## config.mk

```make
export PLATFORM = sky130hd
export DESIGN_NAME = lzssd_front_flat
export DESIGN_NICKNAME = d
export VERILOG_FILES = /design/src/sv/lzssd_pkg.sv /design/src/sv/lzssd_in_if.sv /design/src/sv/lzssd_front.sv /design/src/flat_wrapper.sv
export SDC_FILE = /design/constraint.sdc
export NUM_CORES = 1
export LEC_CHECK = 0
export BUFFER_PORTS_ARGS = -buffer_cell sky130_fd_sc_hd__clkbuf_2
export CORE_MARGIN = 8
export CORE_UTILIZATION = 30
export CTS_CLUSTER_DIAMETER = 30
export DETAILED_ROUTE_END_ITERATION = 7
export GPL_ROUTABILITY_DRIVEN = 0
export SLEW_MARGIN = 20
export SYNTH_ARGS = -nofsm -noshare
export SYNTH_HDL_FRONTEND = slang
export SYNTH_SLANG_ARGS = --single-unit
```

## constraint.sdc

```tcl
create_clock -name clk -period 3.6 [get_ports clk]
set_input_delay 0.9 -clock clk [delete_from_list [all_inputs] [get_ports clk]]
set_output_delay 0.9 -clock clk [all_outputs]
set_load 0.01 [all_outputs]
```

## src/sv/lzssd_pkg.sv

```systemverilog
// shared types and constants of the lzss decoder
`timescale 1ns / 1ps
`default_nettype none
package lzssd_pkg;

	localparam int HISTORY_DEPTH_DEF = 4096;
	localparam int DIST_W = 12;
	localparam int LEN_W = 4;
	localparam int CMDQ_DEPTH = 4;

	localparam logic [1:0] ST_DATA   = 2'd0;
	localparam logic [1:0] ST_END    = 2'd1;
	localparam logic [1:0] ST_BADREF = 2'd2;

	localparam logic [1:0] CMD_LIT    = 2'd0;
	localparam logic [1:0] CMD_COPY   = 2'd1;
	localparam logic [1:0] CMD_END    = 2'd2;
	localparam logic [1:0] CMD_BADREF = 2'd3;

	typedef struct packed {
		logic [1:0]        kind;
		logic [7:0]        lit;
		logic [DIST_W-1:0] distance;
		logic [LEN_W-1:0]  lenm1;
	} cmd_t;

endpackage
`default_nettype wire

```

## src/sv/lzssd_in_if.sv

```systemverilog
// compressed byte channel
`timescale 1ns / 1ps
`default_nettype none
interface lzssd_in_if;
	logic       valid;
	logic       ready;
	logic [7:0] in_byte;

	modport source (output valid, output in_byte, input ready);
	modport sink (input valid, input in_byte, output ready);
endinterface
`default_nettype wire

```

## src/sv/lzssd_front.sv

```systemverilog
// token parser: tracks flags and stream length, issues commands
`timescale 1ns / 1ps
`default_nettype none
module lzssd_front #(
	parameter int HISTORY_DEPTH = lzssd_pkg::HISTORY_DEPTH_DEF
) (
	input  wire                 clk,
	input  wire                 arst_n,
	lzssd_in_if.sink            stream,
	output lzssd_pkg::cmd_t     cmd,
	output logic                cmd_valid,
	input  wire                 cmd_ready
);
	localparam int PROD_W = $clog2(HISTORY_DEPTH + 1);
	localparam logic [PROD_W:0] PROD_MAX = (PROD_W + 1)'(HISTORY_DEPTH);

	localparam logic [1:0] PH_FLAG   = 2'd0;
	localparam logic [1:0] PH_TOKEN  = 2'd1;
	localparam logic [1:0] PH_MATCH2 = 2'd2;

	logic [1:0]        phase_q;
	logic [7:0]        flag_bits_q;
	logic [2:0]        tokens_left_q;
	logic [7:0]        dist_high_q;
	logic [PROD_W-1:0] produced_q;

	logic                        accept;
	logic [lzssd_pkg::DIST_W-1:0] distance;
	logic [lzssd_pkg::LEN_W-1:0]  lenm1;
	logic                        bad_ref;
	logic [PROD_W:0]             grow;
	logic [PROD_W:0]             sum;
	logic [PROD_W-1:0]           produced_sat;

	assign stream.ready = cmd_ready;
	assign accept = stream.valid && cmd_ready;

	assign distance = {dist_high_q, stream.in_byte[7:4]};
	assign lenm1 = stream.in_byte[3:0];
	assign bad_ref = ((PROD_W + 1)'(distance) + (PROD_W + 1)'(1)) > {1'b0, produced_q};

	always_comb begin
		grow = (PROD_W + 1)'(1);
		if (phase_q == PH_MATCH2)
			grow = (PROD_W + 1)'(lenm1) + (PROD_W + 1)'(1);
		sum = {1'b0, produced_q} + grow;
		produced_sat = (sum > PROD_MAX) ? PROD_W'(HISTORY_DEPTH) : sum[PROD_W-1:0];
	end

	always_comb begin
		cmd.kind = lzssd_pkg::CMD_LIT;
		cmd.lit = stream.in_byte;
		cmd.distance = distance;
		cmd.lenm1 = lenm1;
		cmd_valid = 1'b0;
		unique case (phase_q)
			PH_TOKEN: begin
				cmd_valid = accept && !flag_bits_q[0];
			end
			PH_MATCH2: begin
				cmd_valid = accept;
				if (lenm1 == '0)
					cmd.kind = lzssd_pkg::CMD_END;
				else if (bad_ref)
					cmd.kind = lzssd_pkg::CMD_BADREF;
				else
					cmd.kind = lzssd_pkg::CMD_COPY;
			end
			default: begin
				cmd_valid = 1'b0;
			end
		endcase
	end

	always_ff @(posedge clk or negedge arst_n) begin
		if (!arst_n) begin
			phase_q <= PH_FLAG;
			flag_bits_q <= '0;
			tokens_left_q <= '0;
			dist_high_q <= '0;
			produced_q <= '0;
		end else if (accept) begin
			unique case (phase_q)
				PH_TOKEN: begin
					if (flag_bits_q[0]) begin
						dist_high_q <= stream.in_byte;
						phase_q <= PH_MATCH2;
					end else begin
						produced_q <= produced_sat;
						if (tokens_left_q == '0) begin
							phase_q <= PH_FLAG;
						end else begin
							tokens_left_q <= tokens_left_q - 3'd1;
							flag_bits_q <= flag_bits_q >> 1;
							phase_q <= PH_TOKEN;
						end
					end
				end
				PH_MATCH2: begin
					if (lenm1 == '0) begin
						phase_q <= PH_FLAG;
						flag_bits_q <= '0;
						tokens_left_q <= '0;
						dist_high_q <= '0;
						produced_q <= '0;
					end else begin
						if (!bad_ref)
							produced_q <= produced_sat;
						if (tokens_left_q == '0) begin
							phase_q <= PH_FLAG;
						end else begin
							tokens_left_q <= tokens_left_q - 3'd1;
							flag_bits_q <= flag_bits_q >> 1;
							phase_q <= PH_TOKEN;
						end
					end
				end
				default: begin
					flag_bits_q <= stream.in_byte;
					tokens_left_q <= 3'd7;
					phase_q <= PH_TOKEN;
				end
			endcase
		end
	end

	a_prod_range: assert property (@(posedge clk) disable iff (!arst_n)
		{1'b0, produced_q} <= PROD_MAX)
		else $error("stream length count beyond window");
	a_copy_in_range: assert property (@(posedge clk) disable iff (!arst_n)
		cmd_valid && cmd.kind == lzssd_pkg::CMD_COPY |->
		(PROD_W + 1)'(cmd.distance) < {1'b0, produced_q})
		else $error("copy issued reaching before stream start");
endmodule
`default_nettype wire

```

## src/flat_wrapper.sv

```systemverilog
// flat-port wrapper written by rule: the top's interface ports become plain ports
module lzssd_front_flat 
#(
	parameter int HISTORY_DEPTH = lzssd_pkg::HISTORY_DEPTH_DEF
)
  (clk, arst_n, cmd, cmd_valid, cmd_ready, stream_valid, stream_in_byte, stream_ready);
  lzssd_in_if stream_i ();
  input  wire clk;
  input  wire arst_n;
  output lzssd_pkg::cmd_t cmd;
  output logic cmd_valid;
  input  wire cmd_ready;
  input wire logic [$bits(stream_i.valid)-1:0] stream_valid;
  input wire logic [$bits(stream_i.in_byte)-1:0] stream_in_byte;
  output wire logic [$bits(stream_i.ready)-1:0] stream_ready;
  assign stream_i.valid = stream_valid;
  assign stream_i.in_byte = stream_in_byte;
  assign stream_ready = stream_i.ready;
  lzssd_front #(.HISTORY_DEPTH(HISTORY_DEPTH)) u_core (.clk(clk), .arst_n(arst_n), .stream(stream_i), .cmd(cmd), .cmd_valid(cmd_valid), .cmd_ready(cmd_ready));
endmodule
```

* Word-level counts from Yosys, hierarchy flattened *
Cells that the tools add are included.

storage, ports and cells
  register bits after elaboration = 34
  word-level logic and storage cells = 57
  output and inout bits = 28
  input port bits = 12

operators by class
  $lt $le $gt $ge = 2
  equality and inequality tests = 8
  add/sub/neg operators = 4
  reduce and logical (&&, ||, !) cells = 11
  multiplexer cells = 26

operators with widths
  operator                 count
  $mux W13                 4
  $mux W8                  6
  $pmux W8 S2              2
  $pmux W13 S2             1
  $add A13 B14 Y14         1
  $gt A14 B13 Y1           1
  $gt A14 B13 Y1 const B   1
  $mux W14                 1
  $add A12 B1 Y13 const B  1
  $reduce_and A4 Y1        3
  $mux W2                  5
  $mux W3                  3
  $ne A2 B2 Y1 const B     3
  $ne A3 B3 Y1 const B     2
  $pmux W3 S2              1
  $add A4 B1 Y5 const B    1
  $logic_not A4 Y1         1
  $pmux W2 S2              1
  $reduce_and A2 Y1        2
  $logic_not A3 Y1         1
  $sub A3 B1 Y3 const B    1
  $eq A2 B1 Y1 const B     1
  $eq A2 B2 Y1 const B     1
  $logic_and A1 B1 Y1      2
  5 further kinds          5

* Logic depth before layout (Yosys ltp) *
Gate-level depths: netlist of the first run.

  depth after elaboration = 8
  depth in mapped cells = 14
  gate-level depth less buffers = 13

* Worst setup path before layout of the first run *
OpenSTA, ideal clock, no wires.

  path type = input to output
  start point = input stream_in_byte[4]
  end point = output cmd[25] in the netlist's numbering
  setup slack = 26 ps
  buffers on the path = 0
  arrival time = 2,674 ps
  data required time = 2,700 ps
  stages = 10
  cells stage by stage = ha_1 nand3_1 nor2_1 nand3_1 xnor2_1 ha_1 nand3_1 nor4_1 a21oi_1 o21a_1

RTL lines
  item                RTL line            text
  start: declaration  flat_wrapper.sv:14  input wire logic [$bits(stream_i.in_byte)-1:0] stream_in_byte;
  end: declaration    flat_wrapper.sv:10  output lzssd_pkg::cmd_t cmd;

==> results of run 1 <==
[area by class of cell]
type / instances / area [sq um]
multi-input combinational: 247 / 1860
timing repair buffer: 77 / 538
inverter: 23 / 86.3
sequential: 34 / 851
clock inverter: 2 / 12.5
fill: 933 / 5650
tap: 129 / 161
clock buffer: 6 / 82.6
[critical path, stage by stage]
cell and delay (ps):
buf_8 80, buf_6 90, nand2_2 60, nor2_4 110
and2_4 170, nand2_1 80, xnor2_2 160, ha_1 310
nand4_1 140, nor2_1 150, o31ai_2 130, a21oi_2 200
o21a_1 180, buf_2 150
[cells by family (layout without fill, tap and decap cells)]
family                     count (synthesis)  after routing
and+or+nand+nor                          111            111
AOI/OAI and AO/OA                         92             92
buffers and inverters                     52            108
DFF                                       34             34
adders and majority gates                 26             26
xor gates and xnor gates                  16             16
muxes                                      2              2
[layer usage]
layer	wire length (microns)	up-vias	share of wire (%)	GRT usage, %
li1	-	1284	-	-
met3	256	11	3.2	1.48
met5	0	-	0	0
met2	3670	67	46	19.1
met4	155	0	1.9	4.80
met1	3920	1222	49	17.3
[power breakdown]
group / switching (uW) / internal (uW) / leakage, uW
clock network: 153 / 154 / 0.0000472
registers: 151 / 523 / 0.000440
logic: 878 / 769 / 0.00115
total: 1180 / 1450 / 0.00164
[state kept, by name (all words and copies together) (netlist names)]
register and flops:
u_core.dist_high_q 8, u_core.flag_bits_q 8, u_core.phase_q 2, u_core.produced_q 13, u_core.tokens_left_q 3
[through the flow]
step,hold slack (ps),setup TNS (ps),instances,setup WS (ps)
floorplan,439,0,333,26.4
global route,504,-3050,518,-319
finish,471,-1750,518,-205
global placement,457,-1580,501,-276
detailed placement,461,-2090,501,-318
CTS,477,-121,517,-121
[cell usage in the layout (no fill, tap or decap), types with 2 or more instances in the layout]
master | netlist | final
nand2_1 | 40 | 37
buf_4 | 20 | 35
clkbuf_2 | 0 | 34
dfrtp_1 | 34 | 34
ha_1 | 25 | 23
inv_1 | 19 | 19
o21ai_0 | 19 | 19
a21oi_1 | 19 | 15
nand3_1 | 17 | 13
o21ai_1 | 12 | 12
nor2_1 | 13 | 11
nand2b_1 | 10 | 10
xnor2_1 | 11 | 9
clkbuf_8 | 0 | 8
a21oi_2 | 2 | 6
a22oi_1 | 6 | 6
xor2_1 | 5 | 5
and3_1 | 5 | 5
nand4_1 | 5 | 5
nor2b_1 | 4 | 4
inv_2 | 4 | 4
a21o_1 | 4 | 4
nand2_2 | 0 | 3
and2_1 | 4 | 3
nor3_1 | 3 | 3
a22o_1 | 3 | 3
nand3_4 | 0 | 2
o21a_1 | 2 | 2
nand3_2 | 0 | 2
nor2_4 | 0 | 2
xnor2_2 | 0 | 2
o211ai_1 | 2 | 2
o31ai_2 | 1 | 2
a221oi_1 | 3 | 2
o31ai_1 | 3 | 2
ha_4 | 0 | 2
buf_8 | 0 | 2
buf_6 | 1 | 2
[repair_timing]
item                                    in CTS  in global routing
buffers inserted                             8                  1
endpoints found under the setup margin       1                 13
gates resized for setup                     23                 13
pin swaps                                   12                 12
[worst paths after layout]
kind,slack [ps],endpoint,start,cells past startpoint
hold reg to reg,470,u_core.tokens_left_q[1],u_core.tokens_left_q[1],2
min in group asynchronous,730,u_core.produced_q[6],arst_n,1
setup / recovery,-200,cmd[25],stream_in_byte[5],14
max in group asynchronous,2300,u_core.flag_bits_q[0],arst_n,1
hold / removal,470,u_core.tokens_left_q[1],u_core.tokens_left_q[1],2
setup reg to reg,-50,u_core.produced_q[1],u_core.dist_high_q[3],18
==> flow_metrics.py, run 1 <==
metrics = {
    "floorplan": {
        "num_rows": 35,
        "core_sq_um": 9240,
        "dieArea_sq_um": 12900,
        "chipHeight_microns": 113,
        "io_pins": 40,
        "start_util_pct": 30.9,
        "die_w_microns": 113,
    },
    "synth": {
        "synth_top_family_by_area": "compound AO/OA/AOI/OAI gates",
        "synthAdderAreaFrac_pct": 11.7,
        "postSynthRegisterBits": 34,
        "yosys.area.top_type": "dfrtp_1",
        "yosys_warnings": 0,
        "postSynthCellCount": 333,
        "muxShareOfSynthArea_pct": 0.746,
        "synth_compound_area_share_pct": 22.7,
        "netlist_area_sq_um": 2850,
        "avgSynthCellArea_sq_um": 8.56,
        "yosys.area_share.simple_pct": 20.2,
        "synth_xor_area_share_pct": 4.91,
        "ys_top_cells_by_count": "nand2_1, dfrtp_1, ha_1",
        "yosysSeqAreaShare_pct": 29.8,
        "ys_types": 59,
        "synth_fp_nets": 371,
        "synth_top_cells_by_area": "dfrtp_1, ha_1, buf_4, nand2_1, xnor2_1",
        "synth_edf_count": 0,
        "synth_flop_cell": "dfrtp_1",
        "synth_top_area_share_pct": 29.8,
        "yosysMostFrequentCell": "nand2_1",
        "synthArstFlopShare_pct": 100,
    },
    "timing": {
        "fin_skew_ps": 12.9,
        "rsz0062_at_grt": "true",
        "setup_viol": 13,
        "setup_ws_ps": -205,
        "slew_viol_final": 0,
        "max_freq_ghz": 0.263,
        "worst_pin_slew_ps": 909,
        "maxSlewHeadroom_pct": 39.4,
        "timing.final.crit_share_pct": 106,
        "finalHoldViolations": 0,
        "period_minus_slack_ps": 3800,
    },
    "min_path": {
        "hold_path.class": "reg -> reg",
    },
    "power": {
        "max-vdd-ir-drop_mv": 0.249,
        "finalPower_uw": 2630,
        "power.leakage_uw": 0.00164,
        "p_per_area_nw_per_um2": 732,
    },
    "worst_setup_path": {
        "path_max_fanout": 3,
        "endpoint_kind": "output port",
        "critPathKind": "in -> out",
        "cp_data_arrival_time_ps": 2900,
        "crit_required_ps": 2700,
        "start_kind": "input pin",
    },
    "global_route": {
        "antenna_found_initial": 0,
        "grt_usage_pct": 12.4,
        "grt_pass1_vias": 2576,
        "gr-total-overflow": 0,
        "grt_pass1_wl_microns": 13100,
        "grt_max_degree": 35,
    },
    "detailed_routing": {
        "drc": 0,
        "drt_iter0_markers": 177,
        "drtPass1Iterations": 4,
        "wl_per_cell_microns": 15.5,
        "vias": 2584,
        "final_antenna_net_count": 0,
        "viasPerCell": 4.99,
        "routed_wl_microns": 8010,
    },
    "layout": {
        "syn_to_final_growth_pct": 25.8,
        "post-route-util_pct": 38.8,
        "fin_nets": 426,
        "antenna_cells": 0,
        "final_layout_size_suffix_gt1_share_pct": 31.9,
        "stdcell_area_sq_um": 3590,
    },
    "placed_design": {
        "port_buffers": 39,
        "dp_hpwl_microns": 5910,
        "post_dp_cell_area_sq_um": 3240,
    },
    "clocking": {
        "clock_sinks": 34,
        "tritoncts": "built",
        "cts_buffers": 5,
        "holdBufCountCts": 0,
        "clk_pin_slew_ps": 70,
        "insertion_delay_ps": 290,
        "root_buffer": "clkbuf_8",
        "cts-htree-levels": 2,
        "clock_tree.buffer_depth": 2,
    },
    "job": {
        "drv_cap": 0,
    },
    "outcome": {
        "violations": "setup timing",
        "status": "finished with violations",
    },
}
(Power assumes the default switching activity.)
==> run 2: changes to the inputs <==
clock period = 3.2 ns   (was 3.6 ns; I/O delays follow)
==> flow_metrics.py, run 2 (synthesized netlist as in run 1, its figures left out) <==
metrics = {
    "outcome": {
        "status": "finished with violations",
        "violations": "setup timing",
    },
    "global_route": {
        "grt_usage_pct": 12.8,
        "antenna_found_initial": 0,
        "grt_pass1_wl_microns": 13400,
        "gr-total-overflow": 0,
        "grt_pass1_vias": 2683,
        "grt_max_degree": 35,
    },
    "floorplan": {
        "dieArea_sq_um": 12900,
        "start_util_pct": 30.9,
        "io_pins": 40,
        "core_sq_um": 9240,
        "die_w_microns": 113,
        "num_rows": 35,
        "chipHeight_microns": 113,
    },
    "timing": {
        "timing.final.crit_share_pct": 111,
        "rsz0062_at_grt": "true",
        "maxSlewHeadroom_pct": 38.7,
        "period_minus_slack_ps": 3550,
        "fin_skew_ps": 4.74,
        "whs_ps": 474,
        "finalHoldViolations": 0,
        "setup_ws_ps": -353,
        "max_freq_ghz": 0.281,
        "slew_viol_final": 0,
        "worst_pin_slew_ps": 920,
        "setup_viol": 1,
    },
    "detailed_routing": {
        "routed_wl_microns": 8120,
        "viasPerCell": 4.97,
        "wl_per_cell_microns": 15.3,
        "final_antenna_net_count": 0,
        "drtPass1Iterations": 4,
        "vias": 2644,
        "drc": 0,
        "drt_iter0_markers": 159,
    },
    "worst_setup_path": {
        "path_max_fanout": 3,
        "r2r-end": "u_core.produced_q[4]",
        "crit_required_ps": 2400,
        "critPathKind": "in -> out",
        "r2r_slack_ps": 170,
        "ff2ff_path_depth": 12,
        "start_kind": "input pin",
        "endpoint_kind": "output port",
        "crit_end": "cmd[25]",
        "crit_start": "stream_in_byte[6]",
        "r2r_start": "u_core.phase_q[0]",
        "cp_data_arrival_time_ps": 2750,
    },
    "layout": {
        "top_regs": "u_core.produced_q x13, u_core.dist_high_q x8, u_core.flag_bits_q x8",
        "final_layout_size_suffix_gt1_share_pct": 38.7,
        "final_common_cell": "buf_4",
        "top_register": "u_core.produced_q",
        "final_cell_mix": "buf_4, nand2_1, dfrtp_1",
        "largest_register_ff_count": 13,
        "post-route-util_pct": 42.2,
        "fin_nets": 441,
        "syn_to_final_growth_pct": 36.6,
        "antenna_cells": 0,
    },
    "clocking": {
        "clk_pin_slew_ps": 70,
        "tritoncts": "built",
        "insertion_delay_ps": 290,
        "root_buffer": "clkbuf_8",
        "clock_tree.buffer_depth": 2,
        "clock_sinks": 34,
        "cts_buffers": 5,
        "cts-htree-levels": 2,
    },
    "power": {
        "finalPower_uw": 3110,
        "p_per_area_nw_per_um2": 799,
        "power.leakage_uw": 0.00176,
        "max-vdd-ir-drop_mv": 0.337,
    },
    "placed_design": {
        "port_buffers": 39,
        "dp_slack_ps": -477,
        "dp_hpwl_microns": 6060,
    },
    "job": {
        "drv_cap": 0,
    },
    "min_path": {
        "hold_path.class": "reg -> reg",
    },
}
## run 2: repair_timing
action / in CTS / in global routing
setup endpoints to repair: 14 / 14
resized for setup: 27 / 40
pin swaps: 15 / 25
setup buffers: 18 / 3
hold buffers: 0 / 0
## run 2: per-layer routing
metal | wire length, microns | up-vias | track usage, %
met5 | 0 | - | 0
met4 | 119 | 0 | 3.91
met3 | 248 | 8 | 1.90
met2 | 3820 | 65 | 20.7
met1 | 3930 | 1266 | 17.0
li1 | - | 1305 | -
## run 2: cell type report
| cell class | instances | area [sq um] |
|---|---|---|
| multi-input cells | 247 | 1990 |
| fillers | 926 | 5340 |
| clock buffers | 6 | 82.6 |
| flip-flops and latches | 34 | 852 |
| well taps | 129 | 161 |
| repair buffers | 92 | 689 |
| clock inverters | 1 | 30.0 |
| inverters | 23 | 86.3 |
## run 2: through the flow
step / cell area (sq um) / TNS, ps / std cells
after detailed placement: 3370 / -5360 / 512
after CTS: 3740 / -345 / 533
after global placement: 3370 / -3810 / 512
final: 3900 / -353 / 532
after floorplan: 2890 / 0 / 333
after global routing: 3900 / -620 / 532
## run 2: worst min path at each step
stage                                        from                 endpoint  slack, ps  cells after the start
after global placement    u_core.tokens_left_q[1]  u_core.tokens_left_q[1]        450                      2
after global routing        u_core.flag_bits_q[7]    u_core.flag_bits_q[7]        500                      2
after CTS                 u_core.tokens_left_q[1]  u_core.tokens_left_q[1]        480                      2
after detailed placement  u_core.tokens_left_q[1]  u_core.tokens_left_q[1]        460                      2
final                     u_core.tokens_left_q[1]  u_core.tokens_left_q[1]        470                      2
after floorplan           u_core.tokens_left_q[1]  u_core.tokens_left_q[1]        440                      2
## run 2: worst max-delay path: stages
cell and delay (ps):
clkbuf_16 110, nand3_2 80, nor2_4 120, and2_4 170, nand2_2 60, xnor2_2 130
ha_1 340, nand4_1 190, nor2_1 160, o31ai_2 90, a21oi_1 180, o21a_1 180
buf_2 140
## run 2: power by group
group / switching (uW) / internal, uW / leakage (uW)
clock network: 164 / 249 / 0.0000573
registers: 158 / 590 / 0.000438
logic: 1020 / 933 / 0.00126
==> run 3: changes to the inputs <==
SETUP_SLACK_MARGIN = 0.05   (was unset)
==> flow_metrics.py, run 3 (synthesized netlist as in run 1, its figures left out) <==
metrics = {
    "detailed_routing": {
        "drt_iter0_markers": 132,
        "routed_wl_microns": 7780,
        "final_antenna_net_count": 0,
        "drtPass1Iterations": 4,
        "viasPerCell": 4.94,
        "vias": 2626,
        "drc": 0,
        "wl_per_cell_microns": 14.6,
    },
    "clocking": {
        "clock_sinks": 34,
        "cts_buffers": 5,
        "clk_pin_slew_ps": 90,
        "root_buffer": "clkbuf_8",
        "holdBufCountCts": 0,
        "cts-htree-levels": 2,
        "clock_tree.buffer_depth": 2,
        "insertion_delay_ps": 290,
        "tritoncts": "built",
    },
    "worst_setup_path": {
        "start_kind": "input pin",
        "crit_required_ps": 2400,
        "crit_slowest_cell": "o31ai_1",
        "cp_num_buf_inv": 2,
        "path_max_fanout": 4,
        "max_stage_delay_ps": 390,
        "endpoint_kind": "output port",
        "cp_cell_sequence": "clkbuf_16 -> ha_4 -> nand3_4 -> xnor2_1 -> ha_1 -> a21oi_1 -> a21boi_1 -> o31ai_1 -> a21oi_2 -> o21a_1 -> buf_6",
        "r2r_slack_ps": -110,
        "critPathKind": "in -> out",
        "crit_family": "compound AO/OA/AOI/OAI gates",
        "cp_data_arrival_time_ps": 2720,
    },
    "timing": {
        "fin_skew_ps": 9.86,
        "worst_pin_slew_ps": 909,
        "whs_ps": 472,
        "timing.final.crit_share_pct": 110,
        "maxSlewHeadroom_pct": 39.4,
        "rsz0062_at_grt": "true",
        "finalHoldViolations": 0,
        "setup_ws_ps": -317,
        "period_minus_slack_ps": 3520,
        "max_freq_ghz": 0.284,
        "slew_viol_final": 0,
        "setup_viol": 13,
    },
    "min_path": {
        "hold_path.class": "reg -> reg",
    },
    "global_route": {
        "grt_pass1_wl_microns": 13100,
        "grt_pass1_vias": 2715,
        "grt_max_degree": 35,
        "antenna_found_initial": 0,
        "gr-total-overflow": 0,
        "grt_usage_pct": 12.4,
    },
    "placed_design": {
        "post_dp_cell_area_sq_um": 3360,
        "dp_hpwl_microns": 5970,
        "port_buffers": 39,
    },
    "outcome": {
        "violations": "setup timing",
        "status": "finished with violations",
    },
    "layout": {
        "stdcell_area_sq_um": 3740,
        "post-route-util_pct": 40.5,
        "final_layout_size_suffix_gt1_share_pct": 35.0,
        "top_register": "u_core.produced_q",
        "fin_nets": 440,
        "final_cell_mix": "buf_4, nand2_1, clkbuf_2, dfrtp_1, ha_1",
        "fillers": 932,
        "top_regs": "u_core.produced_q x13, u_core.dist_high_q x8, u_core.flag_bits_q x8",
        "antenna_cells": 0,
        "largest_register_ff_count": 13,
        "syn_to_final_growth_pct": 31.1,
        "final_common_cell": "buf_4",
    },
    "power": {
        "max-vdd-ir-drop_mv": 0.320,
        "power.leakage_uw": 0.00172,
        "finalPower_uw": 3040,
        "p_per_area_nw_per_um2": 813,
    },
    "floorplan": {
        "die_w_microns": 113,
        "dieArea_sq_um": 12900,
        "num_rows": 35,
        "core_sq_um": 9240,
        "io_pins": 40,
        "start_util_pct": 30.9,
        "chipHeight_microns": 113,
    },
    "job": {
        "drv_cap": 0,
    },
}
==> run 3: power breakdown <==
part	leakage, uW	switching, uW	internal [uW]	total, uW
Clock	0.0000504	177	232	408
Combinational	0.00123	969	925	1890
Sequential	0.000440	148	588	736
==> run 3: worst paths after layout <==
path	to	cells after the start	from
max	cmd[25]	11	stream_in_byte[5]
min	u_core.tokens_left_q[1]	2	u_core.tokens_left_q[1]
max reg2reg	u_core.produced_q[2]	20	u_core.dist_high_q[0]
min reg2reg	u_core.tokens_left_q[1]	2	u_core.tokens_left_q[1]
max in group asynchronous	u_core.produced_q[3]	1	arst_n
min in group asynchronous	u_core.tokens_left_q[1]	1	arst_n
==> run 3: stage by stage <==
stage | setup slack [ps] | std cells | TNS (ps)
floorplan | 39.9 | 333 | 0
finish | -317 | 532 | -1920
global route | -457 | 532 | -4220
global placement | -383 | 511 | -3540
CTS | -289 | 530 | -956
detailed placement | -380 | 511 | -4060
==> run 3: worst min-delay path, stage by stage, from the launching register on <==
cell and delay, ps:
dfrtp_1 350, nand2_1 50, nand2_1 50
==> run 3: per-layer routing <==
layer  wire length (microns)  global-route usage, %  vias up
met5                       0                      0        -
met4                      62                   3.29        0
met3                     344                   2.59        6
met2                    3860                   21.3       66
met1                    3510                   15.4     1251
li1                        -                      -     1303
==> run 3: final cells by class <==
class                      instances  area, sq um  share of cell area [%]
clock buffer                       5         68.8                    1.84
clock inverter                     3         45.0                    1.20
inverter                          23         86.3                    2.31
multi-input combinational        247         1880                    50.2
sequential                        34          851                    22.8
tap                              129          161                    4.32
timing repair buffer              91          651                    17.4
==> run 3: timing repair <==
item | in CTS | in global routing
resized for setup | 15 | 17
setup endpoints to repair | 13 | 14
pin swaps | 14 | 13
setup buffers | 11 | 1
cloned | 0 | 1
