## src/sv/lzssd_pkg.sv

```systemverilog
// shared types and constants of the lzss decoder
`timescale 1ns / 1ps
`default_nettype none
package lzssd_pkg;

	localparam int HISTORY_DEPTH_DEF = 4096;
	localparam int DIST_W = 12;
	localparam int LEN_W = 4;
	localparam int CMDQ_DEPTH = 4;

	localparam logic [1:0] ST_DATA   = 2'd0;
	localparam logic [1:0] ST_END    = 2'd1;
	localparam logic [1:0] ST_BADREF = 2'd2;

	localparam logic [1:0] CMD_LIT    = 2'd0;
	localparam logic [1:0] CMD_COPY   = 2'd1;
	localparam logic [1:0] CMD_END    = 2'd2;
	localparam logic [1:0] CMD_BADREF = 2'd3;

	typedef struct packed {
		logic [1:0]        kind;
		logic [7:0]        lit;
		logic [DIST_W-1:0] distance;
		logic [LEN_W-1:0]  lenm1;
	} cmd_t;

endpackage
`default_nettype wire

```

## src/sv/lzssd_cmd_fifo.sv

```systemverilog
// small command queue between parser and copy engine
`timescale 1ns / 1ps
`default_nettype none
module lzssd_cmd_fifo (
	input  wire              clk,
	input  wire              arst_n,
	input  lzssd_pkg::cmd_t  push_cmd,
	input  wire              push_valid,
	output logic             push_ready,
	output lzssd_pkg::cmd_t  pop_cmd,
	output logic             pop_valid,
	input  wire              pop_ready
);
	localparam int DEPTH = lzssd_pkg::CMDQ_DEPTH;
	localparam int PTR_W = $clog2(DEPTH);
	localparam int CNT_W = $clog2(DEPTH + 1);

	lzssd_pkg::cmd_t    slots_q [DEPTH];
	logic [PTR_W-1:0]   wr_ptr_q;
	logic [PTR_W-1:0]   rd_ptr_q;
	logic [CNT_W-1:0]   count_q;
	logic               do_push;
	logic               do_pop;

	assign push_ready = count_q != CNT_W'(DEPTH);
	assign pop_valid = count_q != '0;
	assign pop_cmd = slots_q[rd_ptr_q];
	assign do_push = push_valid && push_ready;
	assign do_pop = pop_valid && pop_ready;

	always_ff @(posedge clk) begin
		if (do_push)
			slots_q[wr_ptr_q] <= push_cmd;
	end

	always_ff @(posedge clk or negedge arst_n) begin
		if (!arst_n) begin
			wr_ptr_q <= '0;
			rd_ptr_q <= '0;
			count_q <= '0;
		end else begin
			if (do_push)
				wr_ptr_q <= wr_ptr_q + PTR_W'(1);
			if (do_pop)
				rd_ptr_q <= rd_ptr_q + PTR_W'(1);
			if (do_push && !do_pop)
				count_q <= count_q + CNT_W'(1);
			else if (do_pop && !do_push)
				count_q <= count_q - CNT_W'(1);
		end
	end

	a_count_range: assert property (@(posedge clk) disable iff (!arst_n)
		count_q <= CNT_W'(DEPTH))
		else $error("command queue overfilled");
	a_ptr_track: assert property (@(posedge clk) disable iff (!arst_n)
		count_q == '0 || count_q == CNT_W'(DEPTH) |->
		wr_ptr_q == rd_ptr_q)
		else $error("queue pointers disagree with fill count");
endmodule
`default_nettype wire

```

## config.mk

```make
export PLATFORM = sky130hd
export DESIGN_NAME = lzssd_cmd_fifo
export DESIGN_NICKNAME = d
export VERILOG_FILES = /design/src/sv/lzssd_pkg.sv /design/src/sv/lzssd_cmd_fifo.sv
export SDC_FILE = /design/constraint.sdc
export NUM_CORES = 1
export LEC_CHECK = 0
export BUFFER_PORTS_ARGS = -buffer_cell sky130_fd_sc_hd__buf_4
export CAP_MARGIN = 20
export CELL_PAD_IN_SITES_DETAIL_PLACEMENT = 0
export CELL_PAD_IN_SITES_GLOBAL_PLACEMENT = 2
export CORE_MARGIN = 2
export CORE_UTILIZATION = 40
export DETAILED_ROUTE_END_ITERATION = 8
export GPL_TIMING_DRIVEN = 1
export PLACE_DENSITY = 0.75
export RECOVER_POWER = 100
export SYNTH_ARGS = -nofsm -noshare
export SYNTH_HDL_FRONTEND = slang
export SYNTH_SLANG_ARGS = --single-unit
```

## constraint.sdc

```tcl
create_clock -name clk -period 1.93 [get_ports clk]
set_input_delay 0.193 -clock clk [delete_from_list [all_inputs] [get_ports clk]]
set_output_delay 0.193 -clock clk [all_outputs]
set_load 0.005 [all_outputs]
```

; Word-level counts from Yosys, hierarchy flattened
; Memory sizes are Yosys's and may differ from the RTL's.
; Index checks and enable logic that the tools add are counted.
[totals]
ff_bits = 7
latchBits = 0
ram_bits = 104
rom_bits = 0
inputBits = 30
out_inout_bits = 28
memories = 1
[mem_list]
columns = name, depth, word_bits, rd, rd_ports_with_merged_regs, write_ports, line_no
row1 = slots_q, 4, 26, 1, 0, 1, lzssd_cmd_fifo.sv:18  ; lzssd_pkg::cmd_t slots_q [DEPTH];
[classes]
n_addsub = 4
mul = 0
div_mod_pow = 0
order_cmp = 0
eq_ne = 1
shifts = 0
muxes = 4
bitwise = 0
reduce_logical = 8
[op_table]
columns = operator, n
row1 = 3-bit two-way mux, 2
row2 = 2-bit by 1-bit adder with 2-bit output (second input constant), 2
row3 = 1-bit logical AND, 4
row4 = 3-bit by 1-bit adder with 3-bit output (second input constant), 1
row5 = 3-bit != test (second input constant), 1
row6 = 3-bit nonzero test, 1
row7 = 3-bit by 1-bit subtractor with 3-bit output (second input constant), 1
row8 = 1-bit logical NOT, 2
row9 = 1-bit two-way mux, 2
row10 = 2-bit nonzero test, 1

; Depth between registers and ports, before layout
; Gate-level depths: netlist of run 1.
[logic_depth]
depth_word = 6
ltp_mapped = 8
ltp_nobuf = 8

; Least setup slack after synthesis of run 1
; OpenSTA, ideal clock, no wires.
[synth_path]
path_type = reg-to-reg
startpoint = register count_q[1]
endpoint = register count_q[2]
arrival_ns = 1.897
slack_ns = -0.047
path_stages_with_launch = 9
path_buffers = 0
synth_period_minus_slack_ns = 1.977
path_cell_list = dfrtp_1 or3_1 nand2_1 ha_1 inv_1 fa_1 xor2_1 nor2_1 xor2_1
[synth_between]
elab_chain_cells = 5
word_cells_on_any_way = 13
cone_classes = 2 x add/sub / 1 x eq/ne / 2 x mux / 8 x reduce/logical
[synth_lines]
columns = item, line_no
row1 = start: declaration, lzssd_cmd_fifo.sv:21  ; logic [CNT_W-1:0] count_q;
row2 = start signal: assignment, lzssd_cmd_fifo.sv:47  ; count_q <= count_q + CNT_W'(1);
row3 = start signal: assignment, lzssd_cmd_fifo.sv:49  ; count_q <= count_q - CNT_W'(1);
row4 = 3-bit nonzero test *, lzssd_cmd_fifo.sv:26  ; assign pop_valid = count_q != '0;
row5 = named net pop_valid, lzssd_cmd_fifo.sv:11  ; output logic pop_valid,
row6 = 1-bit logical AND *, lzssd_cmd_fifo.sv:29  ; assign do_pop = pop_valid && pop_ready;
row7 = 1-bit logical NOT, lzssd_cmd_fifo.sv:46  ; if (do_push && !do_pop)
row8 = 1-bit logical AND, lzssd_cmd_fifo.sv:46
row9 = 3-bit two-way mux / 2-bit nonzero test (equally long branches), n/a
; The timed path passes the listed nets; every way through them passes the cells marked *. The select of a mux whose other input is x is not followed.
; A chain may end at the register's enable or synchronous reset.

==> metrics.json, run 1 <==
{
  "status": {
    "run_status": "finished clean"
  },
  "floorplanning": {
    "design.core.area_um2": 10300,
    "starting_density_of_the_core_pct": 41.0,
    "floorplan.die_area_um2": 11400,
    "fp.dieH_um": 107,
    "boundary_pins": 58,
    "rows": 37,
    "die_x_um": 107
  },
  "drt": {
    "drcViolationCount": 0,
    "drt-vias-per-instance": 4.86,
    "detailedRoute.firstPassIterationCount": 4,
    "finalWirelength_um": 7080,
    "detail_route.iter0.violations": 76,
    "via_count": 1907,
    "post_dr_wirelength_cell_um": 18.1,
    "wl_met1_um": 3070,
    "route.top_layer_used": "met4",
    "met3WireLength_um": 271,
    "route.met2.wl_um": 3640,
    "drt.antenna.violating_nets": 0
  },
  "sta": {
    "rsz0062_at_grt": "yes",
    "clock-skew-final_ps": 9.56,
    "hold-worst-slack_ps": 77.4,
    "fin_crit_ps": 1880,
    "final_total_negative_setup_slack_ps": 0,
    "maxClockFrequency_mhz": 533,
    "maxSlewViolCount": 0,
    "worst_pin_slew_ps": 422,
    "fin_crit_sh_pct": 97.2,
    "slew_headroom_pct": 71.8,
    "timing.final.setup_violations": 0,
    "finalHoldViolCount": 0
  },
  "grt": {
    "grt_start_max_net_pins": 22,
    "first_global_vias": 2021,
    "globalRoute.totalOverflow": 0,
    "antenna_found_initial": 0,
    "gr-usage-all-layers_pct": 13.0,
    "grt_pass1_wl_um": 10700
  },
  "finish": {
    "design.final.nets": 288,
    "post_route_cells_drive_above_1_share_pct": 37.1,
    "syn2layout_area_growth_pct": 18.2,
    "final-instance-count-excl-fill": 392,
    "n_antenna_cell": 0
  },
  "hold_path": {
    "hold-path-endpoint": "slots_q[0][7]$_DFFE_PP_",
    "timing.hold.worst_path_depth": 1,
    "timing.hold.worst.start": "push_cmd[7]",
    "hold_path_class": "primary input to flip-flop"
  },
  "critical_path": {
    "worst_setup_path_startpoint": "rd_ptr_q[0]$_DFFE_PN0P_",
    "slowest_cp_cell": "sky130_fd_sc_hd__mux4_2",
    "worstReg2RegStart": "count_q[2]$_DFFE_PN0P_",
    "r2r_setup_slack_ps": 60,
    "path_buf_inv": 2,
    "critPathRequiredTime_ps": 1740,
    "worst-endpoint-arrival_ps": 1680,
    "timing.critical_path.slowest_cell_delay_ps": 550,
    "worst_r2r_path_depth": 8,
    "critical_path.cell_chain": "buf_8, mux4_2, buf_4",
    "worst_path_fanout_max": 15,
    "cpLargestDelayFamily": "multiplexers",
    "critical_path_class": "flip-flop to output pin",
    "crit_path_end_kind": "output pin",
    "launching_element_type_of_the_critical_path": "flip-flop",
    "r2r_end": "count_q[2]$_DFFE_PN0P_"
  },
  "placement": {
    "gp_congestion": 0.671,
    "placement.io_buffers": 57,
    "hpwlAfterDp_um": 4520,
    "post-place-cells": 375
  },
  "clock_network": {
    "numClockSinks": 111,
    "number_of_buffers_on_the_longest_clock_path": 2,
    "clkLatencyLatePin_ps": 360,
    "cts.clk_slew.worst_paths_ps": 110,
    "cts_tree": "yes",
    "h-tree-depth": 3,
    "numCtsBuffers": 9,
    "root_buffer": "sky130_fd_sc_hd__clkbuf_8"
  },
  "logic_synthesis": {
    "synth-seq-cells": 111,
    "synth_area_um2": 4210,
    "synth_area_per_cell_um2": 24.6,
    "largest_area_contributor_in_the_synthesized_netlist": "sky130_fd_sc_hd__edfxtp_1",
    "yosys_warnings": 0,
    "asyncSetResetFlopFracSynth_pct": 6.31,
    "netlist.area_leader.share_pct": 74.2,
    "synthesis.nets": 207,
    "number_of_enable_type_register_cells_in_the_synthesized_netlist": 104,
    "synth_sequential_area_ratio_pct": 78.3,
    "synthesis.instances": 171,
    "ys.flop_type": "sky130_fd_sc_hd__edfxtp_1",
    "synth_most_common_cell": "sky130_fd_sc_hd__edfxtp_1",
    "synth.top_cells.by_area": "sky130_fd_sc_hd__edfxtp_1 74%, sky130_fd_sc_hd__mux4_2 9.6%, sky130_fd_sc_hd__mux4_1 5.0%",
    "synth.top_cells.by_count": "104 x sky130_fd_sc_hd__edfxtp_1, 18 x sky130_fd_sc_hd__mux4_2, 8 x sky130_fd_sc_hd__mux4_1, 7 x sky130_fd_sc_hd__dfrtp_1, 5 x sky130_fd_sc_hd__ha_1",
    "yosys.cell_types.count": 19
  },
  "job": {
    "drv_cap": 0
  },
  "power_and_ir_drop": {
    "power_per_cell_area_nw_per_um2": 1420,
    "peak_supply_drop_uv": 560,
    "cellLeakagePower_nw": 1.68
  }
}
-- power by group --
part,switching (W),internal [W]
Sequential,0.000136,0.00320
Combinational,0.00111,0.00137
Clock,0.000777,0.000488
Total,0.00203,0.00506
-- layout by cell type (no fill, tap or decap), types with 3 or more instances in the layout --
cell                       instances
sky130_fd_sc_hd__edfxtp_1        104
sky130_fd_sc_hd__clkbuf_1         27
sky130_fd_sc_hd__buf_4            27
sky130_fd_sc_hd__mux4_2           24
sky130_fd_sc_hd__clkbuf_4         12
sky130_fd_sc_hd__clkbuf_8          9
sky130_fd_sc_hd__dfrtp_1           6
sky130_fd_sc_hd__and2_0            4
sky130_fd_sc_hd__xnor2_1           4
sky130_fd_sc_hd__ha_1              4
sky130_fd_sc_hd__clkbuf_2          4
sky130_fd_sc_hd__inv_1             3
sky130_fd_sc_hd__clkinv_4          3
sky130_fd_sc_hd__buf_2             3
-- state kept, by name, indices dropped and copies added (netlist names) --
name and count:
count_q 3, rd_ptr_q 2, slots_q 104, wr_ptr_q 2
-- cell families (layout without fill, tap and decap cells) --
kind of cell | after synthesis | count (layout) | synth area share [%]
XOR/XNOR | 6 | 6 | 1.25
AO/OA/AOI/OAI | 1 | 1 | 0.267
AND/OR/NAND/NOR | 10 | 10 | 1.22
adder cells (fa/ha/maj) | 6 | 6 | 1.96
flip-flops | 111 | 111 | 78.3
multiplexers | 28 | 28 | 15.2
buffers and inverters | 9 | 94 | 1.84
-- worst max-delay path by stage --
stage | slack (ps) | endpoint | depth (start not counted)
floorplan | 20 | count_q[2]$_DFFE_PN0P_ | 8
CTS | 6 | pop_cmd[5] | 3
finish | 50 | pop_cmd[5] | 3
detailed placement | 8 | count_q[2]$_DFFE_PN0P_ | 8
global placement | 40 | count_q[2]$_DFFE_PN0P_ | 8
global route | -40 | count_q[2]$_DFFE_PN0P_ | 8
-- metrics by stage --
stage          area, um^2  power, W  setup WS [ps]  util (%)
2_1_floorplan        4230   0.00483           18.1         -
3_3_place_gp         4970   0.00597           39.9      48.3
3_5_place_dp         4970   0.00603           7.74      48.3
4_1_cts              5170   0.00732           6.46      50.3
5_1_grt              4980   0.00750          -42.1      48.4
6_report             4980   0.00708           54.2      48.4
-- routing by layer --
| metal | vias to the layer above | track usage [%] |
|---|---|---|
| met1 | 987 | 16.4 |
| met2 | 46 | 21.9 |
| met3 | 10 | 2.80 |
| li1 | 864 | - |
| met4 | 0 | 5.29 |
| met5 | - | 0 |
-- layout make-up --
| type | count | area, um^2 |
|---|---|---|
| Clock inverter | 6 | 56.3 |
| Multi-Input combinational cell | 51 | 841 |
| Inverter | 3 | 11.3 |
| Tap cell | 136 | 170 |
| Clock buffer | 9 | 124 |
| Sequential cell | 111 | 3300 |
| Timing Repair Buffer | 76 | 474 |
| Fill cell | 896 | 5300 |
-- worst register-to-register path, delay by kind of cell (launching register included) --
kind          cells  cell delay [ps]
fa+ha+maj         2              470
buf+inv           1               50
simple gates      3              610
xor+xnor          2              290
flops             1              390
-- what timing repair did --
| action | CTS | global route |
|---|---|---|
| gates resized for setup | 3 | 8 |
| endpoints found under the hold margin | 7 | 0 |
| buffers inserted | 0 | 1 |
| pin swaps | 1 | 2 |
| hold buffers | 1 | 0 |
| endpoints found under the setup margin | 14 | 13 |
No activity file was read; power rests on OpenSTA's default activity.
==> run 2, diff against run 1 <==
--- a/config.mk
+++ b/config.mk
@@ -10,10 +10,10 @@
 export CELL_PAD_IN_SITES_DETAIL_PLACEMENT = 0
 export CELL_PAD_IN_SITES_GLOBAL_PLACEMENT = 2
 export CORE_MARGIN = 2
-export CORE_UTILIZATION = 40
+export CORE_UTILIZATION = 44
 export DETAILED_ROUTE_END_ITERATION = 8
 export GPL_TIMING_DRIVEN = 1
-export PLACE_DENSITY = 0.75
+export PLACE_DENSITY = 0.78
 export RECOVER_POWER = 100
 export SYNTH_ARGS = -nofsm -noshare
 export SYNTH_HDL_FRONTEND = slang
==> constraint.sdc (replaced) <==
create_clock -name clk -period 1.8 [get_ports clk]
set_input_delay 0.18 -clock clk [delete_from_list [all_inputs] [get_ports clk]]
set_output_delay 0.18 -clock clk [all_outputs]
set_load 0.005 [all_outputs]
==> metrics.json, run 2 (synthesis results as in run 1) <==
{
  "critical_path": {
    "critical_path_class": {"value": "flip-flop to output pin", "change": "unchanged"},
    "r2r_end": {"value": "count_q[2]$_DFFE_PN0P_", "change": "unchanged"},
    "launching_element_type_of_the_critical_path": {"value": "flip-flop", "change": "unchanged"},
    "r2r_setup_slack": {"value": -40, "unit": "ps", "change": "was 60 ps"},
    "critPathRequiredTime": {"value": 1620, "unit": "ps", "change": "was 1740 ps"},
    "worst_r2r_path_depth": {"value": 8, "change": "unchanged"},
    "crit_path_end_kind": {"value": "output pin", "change": "unchanged"},
    "worst_path_fanout_max": {"value": 8, "change": "was 15"},
    "worstReg2RegStart": {"value": "count_q[0]$_DFFE_PN0P_", "change": "was count_q[2]$_DFFE_PN0P_"},
    "worst-endpoint-arrival": {"value": 1690, "unit": "ps", "change": "was 1680 ps"}
  },
  "job": {
    "drv_cap": {"value": 0, "change": "unchanged"}
  },
  "floorplanning": {
    "starting_density_of_the_core": {"value": 45.4, "unit": "%", "change": "was 41.0%"},
    "floorplan.die_area": {"value": 10400, "unit": "um^2", "change": "was 11400 um^2"},
    "die_x": {"value": 102, "unit": "um", "change": "was 107 um"},
    "boundary_pins": {"value": 58, "change": "unchanged"},
    "design.core.area": {"value": 9280, "unit": "um^2", "change": "was 10300 um^2"},
    "fp.dieH": {"value": 102, "unit": "um", "change": "was 107 um"},
    "rows": {"value": 35, "change": "was 37"}
  },
  "finish": {
    "syn2layout_area_growth": {"value": 27.3, "unit": "%", "change": "was 18.2%"},
    "postLayoutCellArea": {"value": 5360, "unit": "um^2", "change": "was 4980 um^2"},
    "largestRegisters": {"value": "slots_q (104), count_q (3)", "change": "unchanged"},
    "largest_register_ff_count": {"value": 104, "change": "unchanged"},
    "final_common_cell": {"value": "sky130_fd_sc_hd__edfxtp_1", "change": "unchanged"},
    "final_cell_mix": {"value": "104 x sky130_fd_sc_hd__edfxtp_1, 29 x sky130_fd_sc_hd__clkbuf_1, 25 x sky130_fd_sc_hd__mux4_2", "change": "was 104 x sky130_fd_sc_hd__edfxtp_1, 27 x sky130_fd_sc_hd__clkbuf_1, 27 x sky130_fd_sc_hd__buf_4"},
    "register_with_the_most_flip_flops": {"value": "slots_q", "change": "unchanged"},
    "n_antenna_cell": {"value": 0, "change": "unchanged"},
    "sequential_cell_area": {"value": 3300, "unit": "um^2", "change": "unchanged"},
    "multiInputGateArea": {"value": 837, "unit": "um^2", "change": "was 841 um^2"},
    "post_route_cells_drive_above_1_share": {"value": 39.2, "unit": "%", "change": "was 37.1%"},
    "fillers": {"value": 748, "change": "was 896"},
    "final-instance-count-excl-fill": {"value": 402, "change": "was 392"},
    "design.final.nets": {"value": 304, "change": "was 288"}
  },
  "placement": {
    "hpwlAfterDp": {"value": 4440, "unit": "um", "change": "was 4520 um"},
    "placement.io_buffers": {"value": 57, "change": "unchanged"},
    "post-place-cells": {"value": 370, "change": "was 375"},
    "placement.cell_area": {"value": 5000, "unit": "um^2", "change": "was 4970 um^2"},
    "gp_congestion": {"value": 0.675, "change": "was 0.671"}
  },
  "power_and_ir_drop": {
    "total_power": {"value": 0.00851, "unit": "W", "change": "was 0.00708 W"},
    "cellLeakagePower": {"value": 1.84, "unit": "nW", "change": "was 1.68 nW"},
    "power.internal": {"value": 0.00625, "unit": "W", "change": "was 0.00506 W"},
    "peak_supply_drop": {"value": 637, "unit": "uV", "change": "was 560 uV"},
    "total_switching_power": {"value": 0.00226, "unit": "W", "change": "was 0.00203 W"},
    "clockPowerShare": {"value": 18.6, "unit": "%", "change": "was 17.9%"},
    "power_per_cell_area": {"value": 1590, "unit": "nW/um^2", "change": "was 1420 nW/um^2"},
    "pwr-share-seq": {"value": 42.1, "unit": "%", "change": "was 47.1%"},
    "switching_share": {"value": 26.6, "unit": "%", "change": "was 28.6%"},
    "power.combinational.fraction": {"value": 39.3, "unit": "%", "change": "was 35.1%"}
  },
  "sta": {
    "clock-skew-final": {"value": 13.3, "unit": "ps", "change": "was 9.56 ps"},
    "finalHoldViolCount": {"value": 0, "change": "unchanged"},
    "maxSlewViolCount": {"value": 0, "change": "unchanged"},
    "fin_crit_sh_pct": 104,
    "maxClockFrequency_mhz": 535,
    "worst_pin_slew": {"value": 395, "unit": "ps", "change": "was 422 ps"},
    "timing.final.setup_violations": {"value": 16, "change": "was 0"},
    "final_critical_path_setup_slack": {"value": -69.0, "unit": "ps", "change": "was 54.2 ps"},
    "fin_crit_ps": 1870,
    "slew_headroom": {"value": 73.7, "unit": "%", "change": "was 71.8%"},
    "rsz0062_at_grt": {"value": "yes", "change": "unchanged"},
    "hold-worst-slack": {"value": 83.3, "unit": "ps", "change": "was 77.4 ps"}
  },
  "clock_network": {
    "clkLatencyLatePin": {"value": 360, "unit": "ps", "change": "about the same"},
    "number_of_buffers_on_the_longest_clock_path": {"value": 2, "change": "unchanged"},
    "cts_tree": {"value": "yes", "change": "unchanged"},
    "cts.clk_slew.worst_paths": {"value": 90, "unit": "ps", "change": "was 110 ps"},
    "root_buffer": {"value": "sky130_fd_sc_hd__clkbuf_8", "change": "unchanged"},
    "h-tree-depth": {"value": 3, "change": "unchanged"},
    "numClockSinks": {"value": 111, "change": "unchanged"},
    "numCtsBuffers": {"value": 9, "change": "unchanged"}
  },
  "status": {
    "run_status": {"value": "finished with violations", "change": "was finished clean"},
    "failed_checks": "negative setup slack"
  },
  "grt": {
    "antenna_found_initial": {"value": 0, "change": "unchanged"},
    "grt_pass1_wl": {"value": 10900, "unit": "um", "change": "was 10700 um"},
    "gr-usage-all-layers": {"value": 14.4, "unit": "%", "change": "was 13.0%"},
    "globalRoute.totalOverflow": {"value": 0, "change": "unchanged"},
    "first_global_vias": {"value": 2086, "change": "was 2021"},
    "grt_start_max_net_pins": {"value": 27, "change": "was 22"}
  },
  "drt": {
    "detail_route.iter0.violations": {"value": 108, "change": "was 76"},
    "finalWirelength": {"value": 6980, "unit": "um", "change": "was 7080 um"},
    "via_count": {"value": 1966, "change": "was 1907"},
    "drt-vias-per-instance": {"value": 4.89, "change": "was 4.86"},
    "drcViolationCount": {"value": 0, "change": "unchanged"},
    "drt.antenna.violating_nets": {"value": 0, "change": "unchanged"},
    "detailedRoute.firstPassIterationCount": {"value": 4, "change": "unchanged"},
    "post_dr_wirelength_cell": {"value": 17.4, "unit": "um", "change": "was 18.1 um"}
  },
  "hold_path": {
    "hold_path_class": {"value": "primary input to flip-flop", "change": "unchanged"},
    "timing.hold.worst.start": {"value": "push_cmd[11]", "change": "was push_cmd[7]"},
    "timing.hold.worst_path_depth": {"value": 1, "change": "unchanged"},
    "hold-path-endpoint": {"value": "slots_q[2][11]$_DFFE_PP_", "change": "was slots_q[0][7]$_DFFE_PP_"}
  }
}
-- run 2: cell types whose count changed in the layout (fill, tap and decap cells not counted), sizes merged --
cell,before,now
buf,32,53
bufinv,0,2
clkbuf,52,39
clkinv,3,2
dlygate4sd3,1,9
-- run 2: per-layer routing --
metal	track usage [%]	vias up	wire, um
li1	-	898	-
met1	19.4	1009	3080
met2	23.4	52	3470
met3	4.17	7	358
met4	4.00	0	67
met5	0	-	0
-- run 2: area by class of cell --
| type | instances | area share, % |
|---|---|---|
| Inverter | 3 | 0.210 |
| Timing Repair Buffer | 92 | 15.5 |
| Clock inverter | 7 | 1.77 |
| Tap cell | 129 | 3.01 |
| Sequential cell | 111 | 61.6 |
| Clock buffer | 9 | 2.31 |
| Multi-Input combinational cell | 51 | 15.6 |
-- run 2: power by group through the flow --
| stage | Combinational (W) | Sequential [W] | Clock [W] |
|---|---|---|---|
| floorplan | 0.00159 | 0.00360 | 0 |
| global placement | 0.00289 | 0.00362 | 0 |
| detailed placement | 0.00289 | 0.00364 | 0 |
| CTS | 0.00340 | 0.00359 | 0.00163 |
| global route | 0.00364 | 0.00363 | 0.00173 |
| finish | 0.00335 | 0.00358 | 0.00158 |
-- run 2: how the worst max path moves through the flow --
stage                                 start                endpoint  slack (ps)  cells after the start
floorplan            count_q[2]$_DFFE_PN0P_  count_q[2]$_DFFE_PN0P_         -60                      8
global placement     count_q[2]$_DFFE_PN0P_  count_q[2]$_DFFE_PN0P_         -30                      8
detailed placement   count_q[2]$_DFFE_PN0P_  count_q[2]$_DFFE_PN0P_         -30                      8
CTS                 rd_ptr_q[0]$_DFFE_PN0P_              pop_cmd[2]        -100                      4
global route        rd_ptr_q[0]$_DFFE_PN0P_             pop_cmd[18]        -140                      4
finish              rd_ptr_q[0]$_DFFE_PN0P_              pop_cmd[2]         -70                      4
-- run 2: through the flow --
| step | util (%) | setup TNS [ps] | worst slack (ps) |
|---|---|---|---|
| after detailed placement | 53.8 | -28.5 | -28.5 |
| after global placement | 53.8 | -25.4 | -25.4 |
| after floorplan | - | -90.0 | -58.1 |
| after global routing | 57.7 | -7870 | -144 |
| final | 57.7 | -834 | -69.0 |
| after CTS | 58.1 | -1190 | -95.7 |
-- run 2: critical path, cell delays in order, from the launching register on --
cell and delay (ps):
sky130_fd_sc_hd__dfrtp_2 420, sky130_fd_sc_hd__buf_12 160, sky130_fd_sc_hd__buf_12 130, sky130_fd_sc_hd__mux4_2 500, sky130_fd_sc_hd__buf_6 130
-- run 2: what timing repair did --
action,in CTS,in global routing
hold buffers,3,6
pin swaps,3,0
setup endpoints to repair,26,28
hold endpoints to repair,15,19
buffers inserted,6,1
gates resized for setup,28,5
cloned,0,0
==> run 3, diff against run 2 <==
--- a/config.mk
+++ b/config.mk
@@ -10,11 +10,13 @@
 export CELL_PAD_IN_SITES_DETAIL_PLACEMENT = 0
 export CELL_PAD_IN_SITES_GLOBAL_PLACEMENT = 2
 export CORE_MARGIN = 2
-export CORE_UTILIZATION = 44
+export CORE_UTILIZATION = 48
+export CTS_CLUSTER_SIZE = 16
 export DETAILED_ROUTE_END_ITERATION = 8
 export GPL_TIMING_DRIVEN = 1
-export PLACE_DENSITY = 0.78
+export PLACE_DENSITY = 0.84
 export RECOVER_POWER = 100
+export REMOVE_ABC_BUFFERS = 1
 export SYNTH_ARGS = -nofsm -noshare
 export SYNTH_HDL_FRONTEND = slang
 export SYNTH_SLANG_ARGS = --single-unit
==> constraint.sdc (replaced) <==
create_clock -name clk -period 2.4 [get_ports clk]
set_input_delay 0.24 -clock clk [delete_from_list [all_inputs] [get_ports clk]]
set_output_delay 0.24 -clock clk [all_outputs]
set_load 0.005 [all_outputs]
==> metrics.json, run 3 (synthesis results as in run 1) <==
{
  "clock_network": {
    "post_cts.resized_instances": {"value": 0, "change": "was 28"},
    "root_buffer": {"value": "sky130_fd_sc_hd__clkbuf_8", "change": "unchanged"},
    "cts_tree": {"value": "yes", "change": "unchanged"},
    "h-tree-depth": {"value": 3, "change": "unchanged"},
    "number_of_buffers_on_the_longest_clock_path": {"value": 2, "change": "unchanged"},
    "numClockSinks": {"value": 111, "change": "unchanged"},
    "post_cts_buffers": {"value": 0, "change": "was 6"},
    "cts.clk_slew.worst_paths": {"value": 100, "unit": "ps", "change": "was 90 ps"},
    "cts_hold_repair.buffers": {"value": 1, "change": "was 3"},
    "clkLatencyLatePin": {"value": 350, "unit": "ps", "change": "was 360 ps"},
    "numCtsBuffers": {"value": 9, "change": "unchanged"}
  },
  "sta": {
    "clock-skew-final": {"value": 9.49, "unit": "ps", "change": "was 13.3 ps"},
    "worst_pin_slew": {"value": 796, "unit": "ps", "change": "was 395 ps"},
    "hold-worst-slack": {"value": 143, "unit": "ps", "change": "was 83.3 ps"},
    "rsz0062_at_grt": {"value": "no", "change": "was yes"},
    "finalHoldViolCount": {"value": 0, "change": "unchanged"},
    "maxClockFrequency_mhz": 466,
    "slew_headroom": {"value": 46.9, "unit": "%", "change": "was 73.7%"},
    "timing.final.setup_violations": {"value": 0, "change": "was 16"},
    "final_total_negative_setup_slack": {"value": 0, "unit": "ps", "change": "was -834 ps"},
    "final_critical_path_setup_slack": {"value": 254, "unit": "ps", "change": "was -69.0 ps"},
    "fin_crit_ps": 2150,
    "maxSlewViolCount": {"value": 0, "change": "unchanged"},
    "fin_crit_sh_pct": 89.4
  },
  "finish": {
    "post_route_cells_drive_above_1_share": {"value": 27.8, "unit": "%", "change": "was 39.2%"},
    "postLayoutCellArea": {"value": 4850, "unit": "um^2", "change": "was 5360 um^2"},
    "n_antenna_cell": {"value": 0, "change": "unchanged"},
    "largestRegisters": {"value": "slots_q (104), count_q (3)", "change": "unchanged"},
    "final_cell_mix": {"value": "104 x sky130_fd_sc_hd__edfxtp_1, 35 x sky130_fd_sc_hd__clkbuf_1, 22 x sky130_fd_sc_hd__clkbuf_4", "change": "was 104 x sky130_fd_sc_hd__edfxtp_1, 29 x sky130_fd_sc_hd__clkbuf_1, 25 x sky130_fd_sc_hd__mux4_2"},
    "largest_register_ff_count": {"value": 104, "change": "unchanged"},
    "design.final.nets": {"value": 279, "change": "was 304"},
    "final_common_cell": {"value": "sky130_fd_sc_hd__edfxtp_1", "change": "unchanged"},
    "register_with_the_most_flip_flops": {"value": "slots_q", "change": "unchanged"},
    "postLayoutCoreUtil": {"value": 56.4, "unit": "%", "change": "was 57.7%"},
    "syn2layout_area_growth": {"value": 15.1, "unit": "%", "change": "was 27.3%"}
  },
  "drt": {
    "via_count": {"value": 1900, "change": "was 1966"},
    "drt.antenna.violating_nets": {"value": 0, "change": "unchanged"},
    "finalWirelength": {"value": 6590, "unit": "um", "change": "was 6980 um"},
    "drt-vias-per-instance": {"value": 5.34, "change": "was 4.89"},
    "detailedRoute.firstPassIterationCount": {"value": 4, "change": "unchanged"},
    "detail_route.iter0.violations": {"value": 114, "change": "was 108"},
    "drcViolationCount": {"value": 0, "change": "unchanged"},
    "post_dr_wirelength_cell": {"value": 18.5, "unit": "um", "change": "was 17.4 um"}
  },
  "critical_path": {
    "critPathRequiredTime": {"value": 2160, "unit": "ps", "change": "was 1620 ps"},
    "worst_setup_path_startpoint": {"value": "rd_ptr_q[0]$_DFFE_PN0P_", "change": "unchanged"},
    "worst_path_fanout_max": {"value": 21, "change": "was 8"},
    "r2r_setup_slack": {"value": 320, "unit": "ps", "change": "was -40 ps"},
    "worst_r2r_path_depth": {"value": 8, "change": "unchanged"},
    "crit_path_end_kind": {"value": "output pin", "change": "unchanged"},
    "worst-endpoint-arrival": {"value": 1910, "unit": "ps", "change": "was 1690 ps"},
    "critical_path_class": {"value": "flip-flop to output pin", "change": "unchanged"},
    "launching_element_type_of_the_critical_path": {"value": "flip-flop", "change": "unchanged"},
    "worstReg2RegStart": {"value": "count_q[1]$_DFFE_PN0P_", "change": "was count_q[0]$_DFFE_PN0P_"},
    "r2r_end": {"value": "count_q[2]$_DFFE_PN0P_", "change": "unchanged"},
    "setup.worst_path.end": {"value": "pop_cmd[25]", "change": "was pop_cmd[2]"}
  },
  "placement": {
    "placement.cell_area": {"value": 4800, "unit": "um^2", "change": "was 5000 um^2"},
    "hpwlAfterDp": {"value": 4260, "unit": "um", "change": "was 4440 um"},
    "gp_congestion": {"value": 0.739, "change": "was 0.675"},
    "placement.io_buffers": {"value": 57, "change": "unchanged"},
    "post-place-ws": {"value": 320, "unit": "ps", "change": "was -28.5 ps"}
  },
  "floorplanning": {
    "die_x": {"value": 97.7, "unit": "um", "change": "was 102 um"},
    "rows": {"value": 34, "change": "was 35"},
    "design.core.area": {"value": 8590, "unit": "um^2", "change": "was 9280 um^2"},
    "floorplan.die_area": {"value": 9540, "unit": "um^2", "change": "was 10400 um^2"},
    "fp.dieH": {"value": 97.7, "unit": "um", "change": "was 102 um"},
    "starting_density_of_the_core": {"value": 49.0, "unit": "%", "change": "was 45.4%"},
    "boundary_pins": {"value": 58, "change": "unchanged"}
  },
  "power_and_ir_drop": {
    "peak_supply_drop": {"value": 718, "unit": "uV", "change": "was 637 uV"},
    "cellLeakagePower": {"value": 1.63, "unit": "nW", "change": "was 1.84 nW"},
    "power_per_cell_area": {"value": 1120, "unit": "nW/um^2", "change": "was 1590 nW/um^2"}
  },
  "hold_path": {
    "hold_path_class": {"value": "primary input to flip-flop", "change": "unchanged"}
  },
  "grt": {
    "gr-usage-all-layers": {"value": 14.7, "unit": "%", "change": "was 14.4%"},
    "first_global_vias": {"value": 2048, "change": "was 2086"},
    "grt_pass1_wl": {"value": 10600, "unit": "um", "change": "was 10900 um"},
    "antenna_found_initial": {"value": 0, "change": "unchanged"},
    "globalRoute.totalOverflow": {"value": 0, "change": "unchanged"},
    "grt_start_max_net_pins": {"value": 27, "change": "unchanged"}
  },
  "job": {
    "drv_cap": {"value": 0, "change": "unchanged"}
  },
  "status": {
    "run_status": {"value": "finished clean", "change": "was finished with violations"}
  }
}
-- run 3: how the worst min path moves through the flow --
stage	from	endpoint	slack, ps	depth (start not counted)
finish	push_cmd[10]	slots_q[0][10]$_DFFE_PP_	140	1
global route	push_cmd[20]	slots_q[0][20]$_DFFE_PP_	120	1
CTS	push_cmd[20]	slots_q[0][20]$_DFFE_PP_	60	1
detailed placement	arst_n	count_q[2]$_DFFE_PN0P_	60	1
global placement	arst_n	count_q[2]$_DFFE_PN0P_	60	1
floorplan	arst_n	count_q[0]$_DFFE_PN0P_	-60	0
-- run 3: per-stage QoR --
stage | cells | power (W)
3_5_place_dp | 339 | 0.00468
2_1_floorplan | 165 | 0.00374
5_1_grt | 356 | 0.00576
3_3_place_gp | 339 | 0.00464
6_report | 356 | 0.00545
4_1_cts | 356 | 0.00566
-- run 3: cell type report --
| cell class | instances | area [um^2] |
|---|---|---|
| multi-input cells | 51 | 836 |
| fillers | 678 | 3750 |
| well taps | 108 | 135 |
| clock inverters | 6 | 43.8 |
| repair buffers | 67 | 393 |
| inverters | 3 | 11.3 |
| clock buffers | 10 | 128 |
| flip-flops and latches | 111 | 3300 |
-- run 3: metal layers --
metal	GRT usage (%)	routed length (um)
met1	18.6	2760
met2	25.1	3470
met3	4.32	293
met4	3.85	61
met5	0	0
-- run 3: where the power goes --
group / switching [W] / leakage, nW / internal [W]
Combinational: 0.000779 / 0.509 / 0.000949
Clock: 0.000588 / 0.0870 / 0.000384
Sequential: 0.000170 / 1.03 / 0.00258
Total: 0.00154 / 1.63 / 0.00391
-- run 3: worst max-delay path: stages (launching register included) --
cell,delay (ps)
sky130_fd_sc_hd__dfrtp_2,520
sky130_fd_sc_hd__buf_12,250
sky130_fd_sc_hd__mux4_1,620
sky130_fd_sc_hd__clkbuf_4,170
